<file path="config.mk">
export PLATFORM = sky130hd
export DESIGN_NAME = planar_heading_angle_flat
export DESIGN_NICKNAME = d
export VERILOG_FILES = /design/src/hw/rtl/pha_pkg.sv /design/src/hw/rtl/pha_req_if.sv /design/src/hw/rtl/pha_rsp_if.sv /design/src/hw/rtl/planar_heading_angle.sv /design/src/flat_wrapper.sv
export SDC_FILE = /design/constraint.sdc
export NUM_CORES = 1
export LEC_CHECK = 0
export BUFFER_PORTS_ARGS = -buffer_cell sky130_fd_sc_hd__buf_2
export CAP_MARGIN = 30
export CORE_ASPECT_RATIO = 0.7
export CORE_UTILIZATION = 30
export DETAILED_ROUTE_END_ITERATION = 8
export GPL_TIMING_DRIVEN = 0
export SYNTH_ARGS = -nofsm -noshare
export SYNTH_HDL_FRONTEND = slang
export SYNTH_SLANG_ARGS = --single-unit
</file>
<file path="constraint.sdc">
create_clock -name clock -period 8.3 [get_ports clock]
set_clock_uncertainty 0.05 [all_clocks]
set_input_delay 1.66 -clock clock [delete_from_list [all_inputs] [get_ports clock]]
set_output_delay 1.66 -clock clock [all_outputs]
set_load 0.01 [all_outputs]
</file>
<file path="src/hw/rtl/pha_pkg.sv">
// Shared constants, widths and the arctangent table for the heading block.
package pha_pkg;

   localparam int GUARD_BITS    = 24;
   localparam int TABLE_LEN     = 24;
   localparam int TABLE_IDX_W   = $clog2(TABLE_LEN);
   localparam int ANGLE_FRAC    = 8;
   localparam int ANGLE_WIDTH   = 26;
   localparam int HEADING_WIDTH = 16;
   localparam int ATAN_WIDTH    = 21;

   localparam logic signed [ANGLE_WIDTH-1:0] FULL_TURN  = ANGLE_WIDTH'(11796480);
   localparam logic signed [ANGLE_WIDTH-1:0] HALF_TURN  = ANGLE_WIDTH'(5898240);
   localparam logic signed [ANGLE_WIDTH-1:0] ROUND_HALF = ANGLE_WIDTH'(1 << (ANGLE_FRAC - 1));
   localparam logic [HEADING_WIDTH-1:0]      HEADING_MOD = HEADING_WIDTH'(46080);

   // atan(2^-i) in degrees, scaled by 32768, rounded to nearest
   function automatic logic [ATAN_WIDTH-1:0] atan_step(input logic [TABLE_IDX_W-1:0] idx);
      logic [ATAN_WIDTH-1:0] val;
      case (idx)
         5'd0:  val = ATAN_WIDTH'(1474560);
         5'd1:  val = ATAN_WIDTH'(870484);
         5'd2:  val = ATAN_WIDTH'(459940);
         5'd3:  val = ATAN_WIDTH'(233473);
         5'd4:  val = ATAN_WIDTH'(117189);
         5'd5:  val = ATAN_WIDTH'(58652);
         5'd6:  val = ATAN_WIDTH'(29333);
         5'd7:  val = ATAN_WIDTH'(14667);
         5'd8:  val = ATAN_WIDTH'(7334);
         5'd9:  val = ATAN_WIDTH'(3667);
         5'd10: val = ATAN_WIDTH'(1833);
         5'd11: val = ATAN_WIDTH'(917);
         5'd12: val = ATAN_WIDTH'(458);
         5'd13: val = ATAN_WIDTH'(229);
         5'd14: val = ATAN_WIDTH'(115);
         5'd15: val = ATAN_WIDTH'(57);
         5'd16: val = ATAN_WIDTH'(29);
         5'd17: val = ATAN_WIDTH'(14);
         5'd18: val = ATAN_WIDTH'(7);
         5'd19: val = ATAN_WIDTH'(4);
         5'd20: val = ATAN_WIDTH'(2);
         5'd21: val = ATAN_WIDTH'(1);
         default: val = '0;
      endcase
      return val;
   endfunction

endpackage

</file>
<file path="src/hw/rtl/pha_req_if.sv">
// Request channel: vector components with valid/ready handshake.
interface pha_req_if #(
   parameter int COORD_WIDTH = 16
);
   logic                          valid;
   logic                          ready;
   logic signed [COORD_WIDTH-1:0] x_coord;
   logic signed [COORD_WIDTH-1:0] z_coord;

   modport source (output valid, output x_coord, output z_coord, input ready);
   modport sink   (input valid, input x_coord, input z_coord, output ready);
endinterface

</file>
<file path="src/hw/rtl/pha_rsp_if.sv">
// Response channel: heading and zero-vector flag with valid/ready handshake.
interface pha_rsp_if;
   logic                                valid;
   logic                                ready;
   logic [pha_pkg::HEADING_WIDTH-1:0]   heading;
   logic                                zero_vector;

   modport source (output valid, output heading, output zero_vector, input ready);
   modport sink   (input valid, input heading, input zero_vector, output ready);
endinterface

</file>
<file path="src/hw/rtl/planar_heading_angle.sv">
// Heading of a planar vector: atan2(x, z) in 1/128 degree over [0, 360), by CORDIC vectoring.
//
// One request beat is taken when the block is idle. The response beat is offered once
// the rotations and the rounding are done: a single shift-add rotation unit runs one
// micro-rotation per cycle, then the round state does the wrap and rounding.
// The response beat is held until taken and the next request is accepted in the cycle
// after, so the block takes no new request while a response is pending. A zero
// vector returns heading 0 with zero_vector set. Headings that round to a full turn
// read as 0.
module planar_heading_angle #(
   parameter int COORD_WIDTH = 16,
   parameter int ITERATIONS  = 16
) (
   input  logic      clock,
   input  logic      reset,
   pha_req_if.sink   req,
   pha_rsp_if.source rsp
);
   import pha_pkg::*;

   localparam int DW    = COORD_WIDTH + GUARD_BITS + 3;
   localparam int CNT_W = $clog2(ITERATIONS);
   localparam logic [CNT_W-1:0] LAST_STEP = CNT_W'(ITERATIONS - 1);

   typedef enum logic [1:0] {
      ST_IDLE,
      ST_ROTATE,
      ST_ROUND,
      ST_RESULT
   } state_type;

   state_type                     state_ff;
   logic        [CNT_W-1:0]       step_ff;
   logic signed [DW-1:0]          a_ff;
   logic signed [DW-1:0]          b_ff;
   logic signed [ANGLE_WIDTH-1:0] acc_ff;
   logic                          zero_ff;
   logic [HEADING_WIDTH-1:0]      heading_ff;

   // initial fold into the right half plane
   logic signed [DW-1:0] a_start;
   logic signed [DW-1:0] b_start;
   logic                 z_neg;
   logic                 is_zero;

   assign z_neg   = req.z_coord[COORD_WIDTH-1];
   assign is_zero = (req.x_coord == '0) && (req.z_coord == '0);
   assign a_start = {{(DW-COORD_WIDTH-GUARD_BITS){req.z_coord[COORD_WIDTH-1]}},
                     req.z_coord, {GUARD_BITS{1'b0}}};
   assign b_start = {{(DW-COORD_WIDTH-GUARD_BITS){req.x_coord[COORD_WIDTH-1]}},
                     req.x_coord, {GUARD_BITS{1'b0}}};

   // shared rotation unit
   logic signed [DW-1:0]          a_shift;
   logic signed [DW-1:0]          b_shift;
   logic signed [ANGLE_WIDTH-1:0] atan_val;
   logic signed [DW-1:0]          a_next;
   logic signed [DW-1:0]          b_next;
   logic signed [ANGLE_WIDTH-1:0] acc_next;

   assign a_shift  = a_ff >>> step_ff;
   assign b_shift  = b_ff >>> step_ff;
   assign atan_val = signed'(ANGLE_WIDTH'(atan_step(TABLE_IDX_W'(step_ff))));

   always_comb begin
      if (!b_ff[DW-1]) begin
         a_next   = a_ff + b_shift;
         b_next   = b_ff - a_shift;
         acc_next = acc_ff + atan_val;
      end else begin
         a_next   = a_ff - b_shift;
         b_next   = b_ff + a_shift;
         acc_next = acc_ff - atan_val;
      end
   end

   // wrap into one turn and round to 1/128 degree
   logic signed [ANGLE_WIDTH-1:0] acc_wrap;
   logic signed [ANGLE_WIDTH-1:0] acc_round;
   logic [HEADING_WIDTH-1:0]      heading_raw;

   always_comb begin
      if (acc_ff[ANGLE_WIDTH-1]) begin
         acc_wrap = acc_ff + FULL_TURN;
      end else if (acc_ff >= FULL_TURN) begin
         acc_wrap = acc_ff - FULL_TURN;
      end else begin
         acc_wrap = acc_ff;
      end
      acc_round   = acc_wrap + ROUND_HALF;
      heading_raw = acc_round[ANGLE_FRAC +: HEADING_WIDTH];
   end

   always_ff @(posedge clock) begin
      if (reset) begin
         state_ff <= ST_IDLE;
         step_ff  <= '0;
      end else begin
         case (state_ff)
            ST_IDLE: begin
               if (req.valid) begin
                  state_ff <= ST_ROTATE;
                  step_ff  <= '0;
                  zero_ff  <= is_zero;
                  a_ff     <= z_neg ? -a_start : a_start;
                  b_ff     <= z_neg ? -b_start : b_start;
                  acc_ff   <= z_neg ? HALF_TURN : '0;
               end
            end
            ST_ROTATE: begin
               a_ff    <= a_next;
               b_ff    <= b_next;
               acc_ff  <= acc_next;
               step_ff <= step_ff + 1'b1;
               if (step_ff == LAST_STEP) begin
                  state_ff <= ST_ROUND;
               end
            end
            ST_ROUND: begin
               if (zero_ff || (heading_raw >= HEADING_MOD)) begin
                  heading_ff <= '0;
               end else begin
                  heading_ff <= heading_raw;
               end
               state_ff <= ST_RESULT;
            end
            ST_RESULT: begin
               if (rsp.ready) begin
                  state_ff <= ST_IDLE;
               end
            end
            default: begin
               state_ff <= ST_IDLE;
            end
         endcase
      end
   end

   assign req.ready       = (state_ff == ST_IDLE);
   assign rsp.valid       = (state_ff == ST_RESULT);
   assign rsp.heading     = heading_ff;
   assign rsp.zero_vector = zero_ff;

endmodule

</file>
<file path="src/flat_wrapper.sv">
// flat-port wrapper written by rule: the top's interface ports become plain ports
module planar_heading_angle_flat import pha_pkg::*;
#(
   parameter int COORD_WIDTH = 16,
   parameter int ITERATIONS  = 16
)
  (clock, reset, req_valid, req_x_coord, req_z_coord, req_ready, rsp_valid, rsp_heading, rsp_zero_vector, rsp_ready);
  pha_req_if #(.COORD_WIDTH(COORD_WIDTH)) req_i ();
  pha_rsp_if rsp_i ();
  input  logic clock;
  input  logic reset;
  input wire logic [$bits(req_i.valid)-1:0] req_valid;
  input wire logic [$bits(req_i.x_coord)-1:0] req_x_coord;
  input wire logic [$bits(req_i.z_coord)-1:0] req_z_coord;
  output wire logic [$bits(req_i.ready)-1:0] req_ready;
  output wire logic [$bits(rsp_i.valid)-1:0] rsp_valid;
  output wire logic [$bits(rsp_i.heading)-1:0] rsp_heading;
  output wire logic [$bits(rsp_i.zero_vector)-1:0] rsp_zero_vector;
  input wire logic [$bits(rsp_i.ready)-1:0] rsp_ready;
  assign req_i.valid = req_valid;
  assign req_i.x_coord = req_x_coord;
  assign req_i.z_coord = req_z_coord;
  assign req_ready = req_i.ready;
  assign rsp_valid = rsp_i.valid;
  assign rsp_heading = rsp_i.heading;
  assign rsp_zero_vector = rsp_i.zero_vector;
  assign rsp_i.ready = rsp_ready;
  planar_heading_angle #(.COORD_WIDTH(COORD_WIDTH), .ITERATIONS(ITERATIONS)) u_core (.clock(clock), .reset(reset), .req(req_i), .rsp(rsp_i));
endmodule
</file>
==> results of run 1 <==
layout make-up:
cell class	count	area, um2	area share
multi-input cells	2016	15100	0.670
flip-flops and latches	156	4410	0.196
well taps	891	1110	0.0495
repair buffers	69	527	0.0234
plain buffers	117	524	0.0233
clock buffers	20	447	0.0198
inverters	76	285	0.0127
clock inverters	12	103	0.00456
diodes	1	2.50	0.000111
worst min-delay path: cells and delay by family (launching register included):
kind	cells	cell delay, ns
flops	1	0.34
mux	1	0.13
simple gates	1	0.05
synth_stat cells (23+ instances only):
cell | instances | area [um2]
o211ai_1 | 31 | 233
nor3_1 | 43 | 215
a21o_1 | 59 | 443
xnor2_1 | 128 | 1120
a21oi_1 | 213 | 1070
mux2i_1 | 58 | 581
nand2b_1 | 36 | 225
mux2_2 | 29 | 327
a211oi_1 | 45 | 338
nor2_1 | 248 | 931
dfxtp_1 | 27 | 541
and2_1 | 35 | 219
ha_1 | 134 | 1680
a31oi_1 | 33 | 206
o21ai_0 | 132 | 661
and3_1 | 23 | 144
or3_1 | 24 | 150
xor2_1 | 91 | 797
edfxtp_1 | 129 | 3870
nand3_1 | 42 | 210
nand2_1 | 201 | 754
mux4_2 | 92 | 2070
buf_1 | 27 | 101
inv_1 | 73 | 274
clkbuf_1 | 69 | 259
state kept, by name, summed over array words and instances, names as in the netlist:
register / count
u_core.atan_val: 21
u_core.step_ff: 4
u_core.rsp.zero_vector: 1
u_core.b_ff: 43
u_core.acc_ff: 26
u_core.rsp.heading: 16
u_core.state_ff: 2
u_core.a_ff: 43
metrics by stage:
step / instance area (um2) / hold WS [ns]
6_report: 22500 / 0.508
3_5_place_dp: 21900 / 0.488
2_1_floorplan: 20300 / 0.461
4_1_cts: 22400 / 0.501
3_3_place_gp: 21600 / 0.486
5_1_grt: 22500 / 0.534
worst max path at each step:
stage,to,cells past startpoint
after CTS,u_core.b_ff[41],28
after global placement,u_core.b_ff[9],4
after detailed placement,u_core.b_ff[34],30
after floorplan,u_core.a_ff[0],3
final,u_core.b_ff[41],24
after global routing,u_core.a_ff[40],25
cell families after synthesis:
group           share of synthesized area
simple gates                        0.186
buf+inv                            0.0403
fa+ha+maj                          0.0857
xor+xnor                           0.0958
mux                                 0.153
compound gates                      0.222
flops                               0.218
per-layer routing:
metal | GRT usage | vias to the layer above | wire (um)
li1 | - | 9128 | -
met1 | 0.361 | 9680 | 39100
met2 | 0.306 | 1201 | 30100
met3 | 0.0773 | 127 | 10400
met4 | 0.0587 | 0 | 2000
met5 | 0 | - | 0
placed cells by master (no fill, tap or decap), drive strengths merged, types with 14 or more instances in the layout:
| master | n |
|---|---|
| a31oi | 33 |
| or2 | 14 |
| nor2 | 248 |
| xor2 | 91 |
| a21oi | 213 |
| edfxtp | 129 |
| dfxtp | 27 |
| mux2 | 33 |
| o21ai | 137 |
| o31ai | 21 |
| o211ai | 31 |
| clkbuf | 85 |
| nand4 | 21 |
| and3 | 23 |
| nor4 | 14 |
| o22ai | 21 |
| nor3 | 44 |
| nor3b | 14 |
| o21a | 15 |
| buf | 120 |
| a211oi | 45 |
| nand3 | 43 |
| mux4 | 95 |
| nor2b | 17 |
| mux2i | 58 |
| ha | 134 |
| nand2 | 201 |
| or3 | 24 |
| nand2b | 36 |
| and2 | 35 |
| o21bai | 22 |
| inv | 80 |
| xnor2 | 128 |
| a21o | 59 |
repair_timing:
action,4_1_cts,5_1_grt
buffers inserted,0,0
setup endpoints to repair,51,24
cloned,0,0
resized for setup,9,12
==> impl_metrics.ini, run 1 <==
[synthesis]
yosysSeqAreaShare = 0.218
ys_async_sr_fraction = 0
synth_fp_nets = 2545
ys_types = 95
synth.avg_cell_area_um2 = 8.54
ys_seq_elements = 156
synth_cells = 2372
synth-edff-count = 129
ys_warn_count = 0
synthFlopType = edfxtp_1
syn_area_um2 = 20300

[drt]
dr.pass1.iters = 6
drc = 0
postRouteAntennaNets = 0
vias = 20100
wl_per_cell_um = 24.3
drt_wl_total_um = 81600
vias_per_cell = 6.00
drtIter0Drc = 2881

[clocking]
clkTransAtPathRegs_ns = 0.08
cts_max_level = 4
clkLatencyLatePin_ns = 0.49
cts_tree = done
cts_max_path_buffers = 2
cts_buffers = 17
clock_sinks = 156
cts-root-buf = clkbuf_16
holdBufCountCts = 0

[placement]
io_buffer_count = 52
dp_hpwl_um = 64900
place_ws_ns = -1.86
routabilityCongestion = 1.04
dp_cells = 3329

[floorplan]
ios = 55
die_h_um = 219
start_util = 0.304
rows = 79
fp.dieW_um = 313
fp.coreArea_um2 = 66600
fp.dieArea_um2 = 68600

[worst_setup_path]
cpPeakStageDelay_ns = 0.82
cp_cell_sequence = buf_2, buf_2, buf_4, buf_1, clkbuf_1, nand2_1, o22ai_1, a2bb2oi_1, nor2_1, and4_1, nand2_1, o21ai_0, o21ai_0, a211oi_1, ha_1, a21oi_1, o211ai_1, a211oi_2, nor2_1, a21oi_2, o2111ai_1, a41oi_1, xor2_1, a21oi_1
critPathLaunchType = register
crit_arrival_ns = 8.22
crit_type = reg -> reg
crit_required_ns = 8.46
r2r_start = u_core.step_ff[0]
startpoint = u_core.step_ff[0]
crit_family = compound AO/OA/AOI/OAI gates
r2r-end = u_core.b_ff[41]
r2r_setup_slack_ns = 0.24
crit_buf_inv = 5
cp-end-kind = register
cpMaxStageDelayCell = clkbuf_1
crit_fanout = 10
ff2ff_path_depth = 24

[run]
cap_viol_max_count = 0

[sta]
period_minus_slack_ns = 8.06
setup_viol = 0
clock.fmax_mhz = 124
maxSlewViolCount = 0
period_share = 0.971
worstMarginPinSlew_ns = 1.10
setup_ws_ns = 0.244
fin_setup_tns_ns = 0
hold_viol_final = 0
slew_headroom = 0.264

[hold_path]
min-delay-start = u_core.state_ff[1]
holdPathStages = 2
hold_path.class = reg -> reg
hold_end = u_core.state_ff[1]

[layout]
areaGrowthSynthToFinish_pct = 11.1
fin_nets = 2626
utilization = 0.338
final_cells = 3358
nFillCells = 7016
drive_gt1_frac = 0.119

[global_route]
first_global_vias = 18200
overflow = 0
antenna_found_initial = 2
grt_util_all_layers = 0.235
grt_pass1_wl_um = 121000
grt_max_degree = 30

[run_status]
status = completed
Power of run 1 is left out: the tool's default activity adds up to more than one toggle a clock period on the data nets, which glitch-free logic cannot reach.
==> inputs of run 2 (changes only) <==
Settings changed: CAP_MARGIN 30 to default, PLACE_DENSITY from default to 0.45, RECOVER_POWER from default to 25.
==> run 2 against run 1 <==
The run now ends with capacitance limit, slew limit left. Sequential share of layout area is 0.10 points higher. Clock-buffer cell count is the same. Via count grew 0.21%. Final cell count down 0.21%. Critical path depth increased by 1. Fmax down 0.88%. Critical endpoint is now u_core.a_ff[40]. Non-clock buffer count shrank 7.
==> impl_metrics.ini, run 2 (synthesized netlist as in run 1, its figures left out) <==
[clocking]
cts_tree = done
cts_max_path_buffers = 2
clkLatencyLatePin_ns = 0.52
clock_sinks = 156
cts-root-buf = clkbuf_16
clkTransAtPathRegs_ns = 0.09
cts_max_level = 4
cts_buffers = 17

[sta]
worstMarginPinSlew_ns = 1.61
hold_viol_final = 0
maxSlewViolCount = 64
slew_headroom = -0.0796
period_minus_slack_ns = 8.13
clock.fmax_mhz = 123
fin_hold_ws_ns = 0.507
rsz0062_at_grt = false
period_share = 0.979
setup_viol = 0

[layout]
layout_common_cells = 247 x nor2_1, 211 x a21oi_1, 201 x nand2_1
fin_nets = 2619
multi_input_area_um2 = 15100
areaGrowthSynthToFinish_pct = 10.5
drive_gt1_frac = 0.111
reg.largest.list = u_core.a_ff: 43 flops, u_core.b_ff: 43 flops, u_core.acc_ff: 26 flops
utilization = 0.336
nFillCells = 7049
final_common_cell = nor2_1
ff_latch_area_um2 = 4410

[worst_setup_path]
cp-end-kind = register
crit_arrival_ns = 8.32
cpPeakStageDelay_ns = 0.82
crit_fanout = 10
critPathLaunchType = register
crit_type = reg -> reg
crit_buf_inv = 6
cpMaxStageDelayCell = clkbuf_1
crit_family = buffers and inverters
crit_required_ns = 8.49

[drt]
vias = 20200
drt_wl_total_um = 92100
vias_per_cell = 6.02
dr.pass1.iters = 6
wl_per_cell_um = 27.5
postRouteAntennaNets = 0
drtIter0Drc = 2176
drc = 0

[global_route]
grt_max_degree = 32
antenna_found_initial = 6
busiest_layer = met1
overflow = 0
met3_usage = 0.0827
first_global_vias = 18500
met1_usage = 0.408
use_met2 = 0.341
grt_pass1_wl_um = 132000
grt_util_all_layers = 0.266

[floorplan]
fp.dieW_um = 313
die_h_um = 219
fp.coreArea_um2 = 66600
rows = 79
fp.dieArea_um2 = 68600
ios = 55
start_util = 0.304

[run_status]
violations = capacitance limit, slew limit
status = finished, violations left

[placement]
dp_hpwl_um = 73500
routabilityCongestion = 0.993
io_buffer_count = 52

[run]
cap_viol_max_count = 3

[hold_path]
hold_path.class = reg -> reg
[run 2: cell count changes in the layout (fill, tap and decap cells not counted), moves of 3 or more]
cell / before / now
buf_2: 74 / 47
clkbuf_1: 63 / 83
buf_8: 10 / 1
clkbuf_4: 2 / 11
clkbuf_2: 2 / 6
buf_1: 23 / 20
inv_8: 2 / 5
[run 2: tightest hold or removal path: stages, from the launching register on]
cell,delay [ns]
dfxtp_1,0.34
mux2i_1,0.13
nor2_1,0.05
[run 2: area by class of cell]
type,count,share of cell area
clock inverters,12,0.00508
inverters,76,0.0127
flip-flops and latches,156,0.197
plain buffers,121,0.0259
multi-input cells,2016,0.675
diodes,1,0.000112
repair buffers,58,0.0131
well taps,891,0.0498
clock buffers,20,0.0214
[run 2: worst paths after layout]
kind         cells past startpoint            endpoint  slack [ns]          startpoint
max reg2reg                     25     u_core.a_ff[40]        0.17   u_core.step_ff[0]
min reg2reg                      2  u_core.state_ff[1]        0.51  u_core.state_ff[1]
max                             25     u_core.a_ff[40]        0.17   u_core.step_ff[0]
min                              2  u_core.state_ff[1]        0.51  u_core.state_ff[1]
[run 2: repair_timing]
action                     CTS  global route
gates resized for setup     19            31
cloned                       0             0
pin swaps                    0             1
hold buffers                 0             0
buffers inserted             0             1
setup endpoints to repair   59            33
[run 2: through the flow]
step / setup TNS, ns / instance area, um2 / std cells / setup slack (ns)
final: 0 / 22400 / 3351 / 0.172
after global routing: 0 / 22400 / 3350 / 0.0192
after CTS: 0 / 22400 / 3350 / 0.0167
after detailed placement: -69.76 / 21700 / 3320 / -2.37
after global placement: -406.78 / 21600 / 3315 / -3.01
after floorplan: 0 / 20300 / 2372 / 1.01
[run 2: routing by layer]
metal / vias to the layer above / wire, um
li1: 9124 / -
met1: 9964 / 46100
met2: 973 / 33900
met3: 111 / 9670
met4: 6 / 2300
met5: - / 70
Power of run 2 is left out for the same reason.
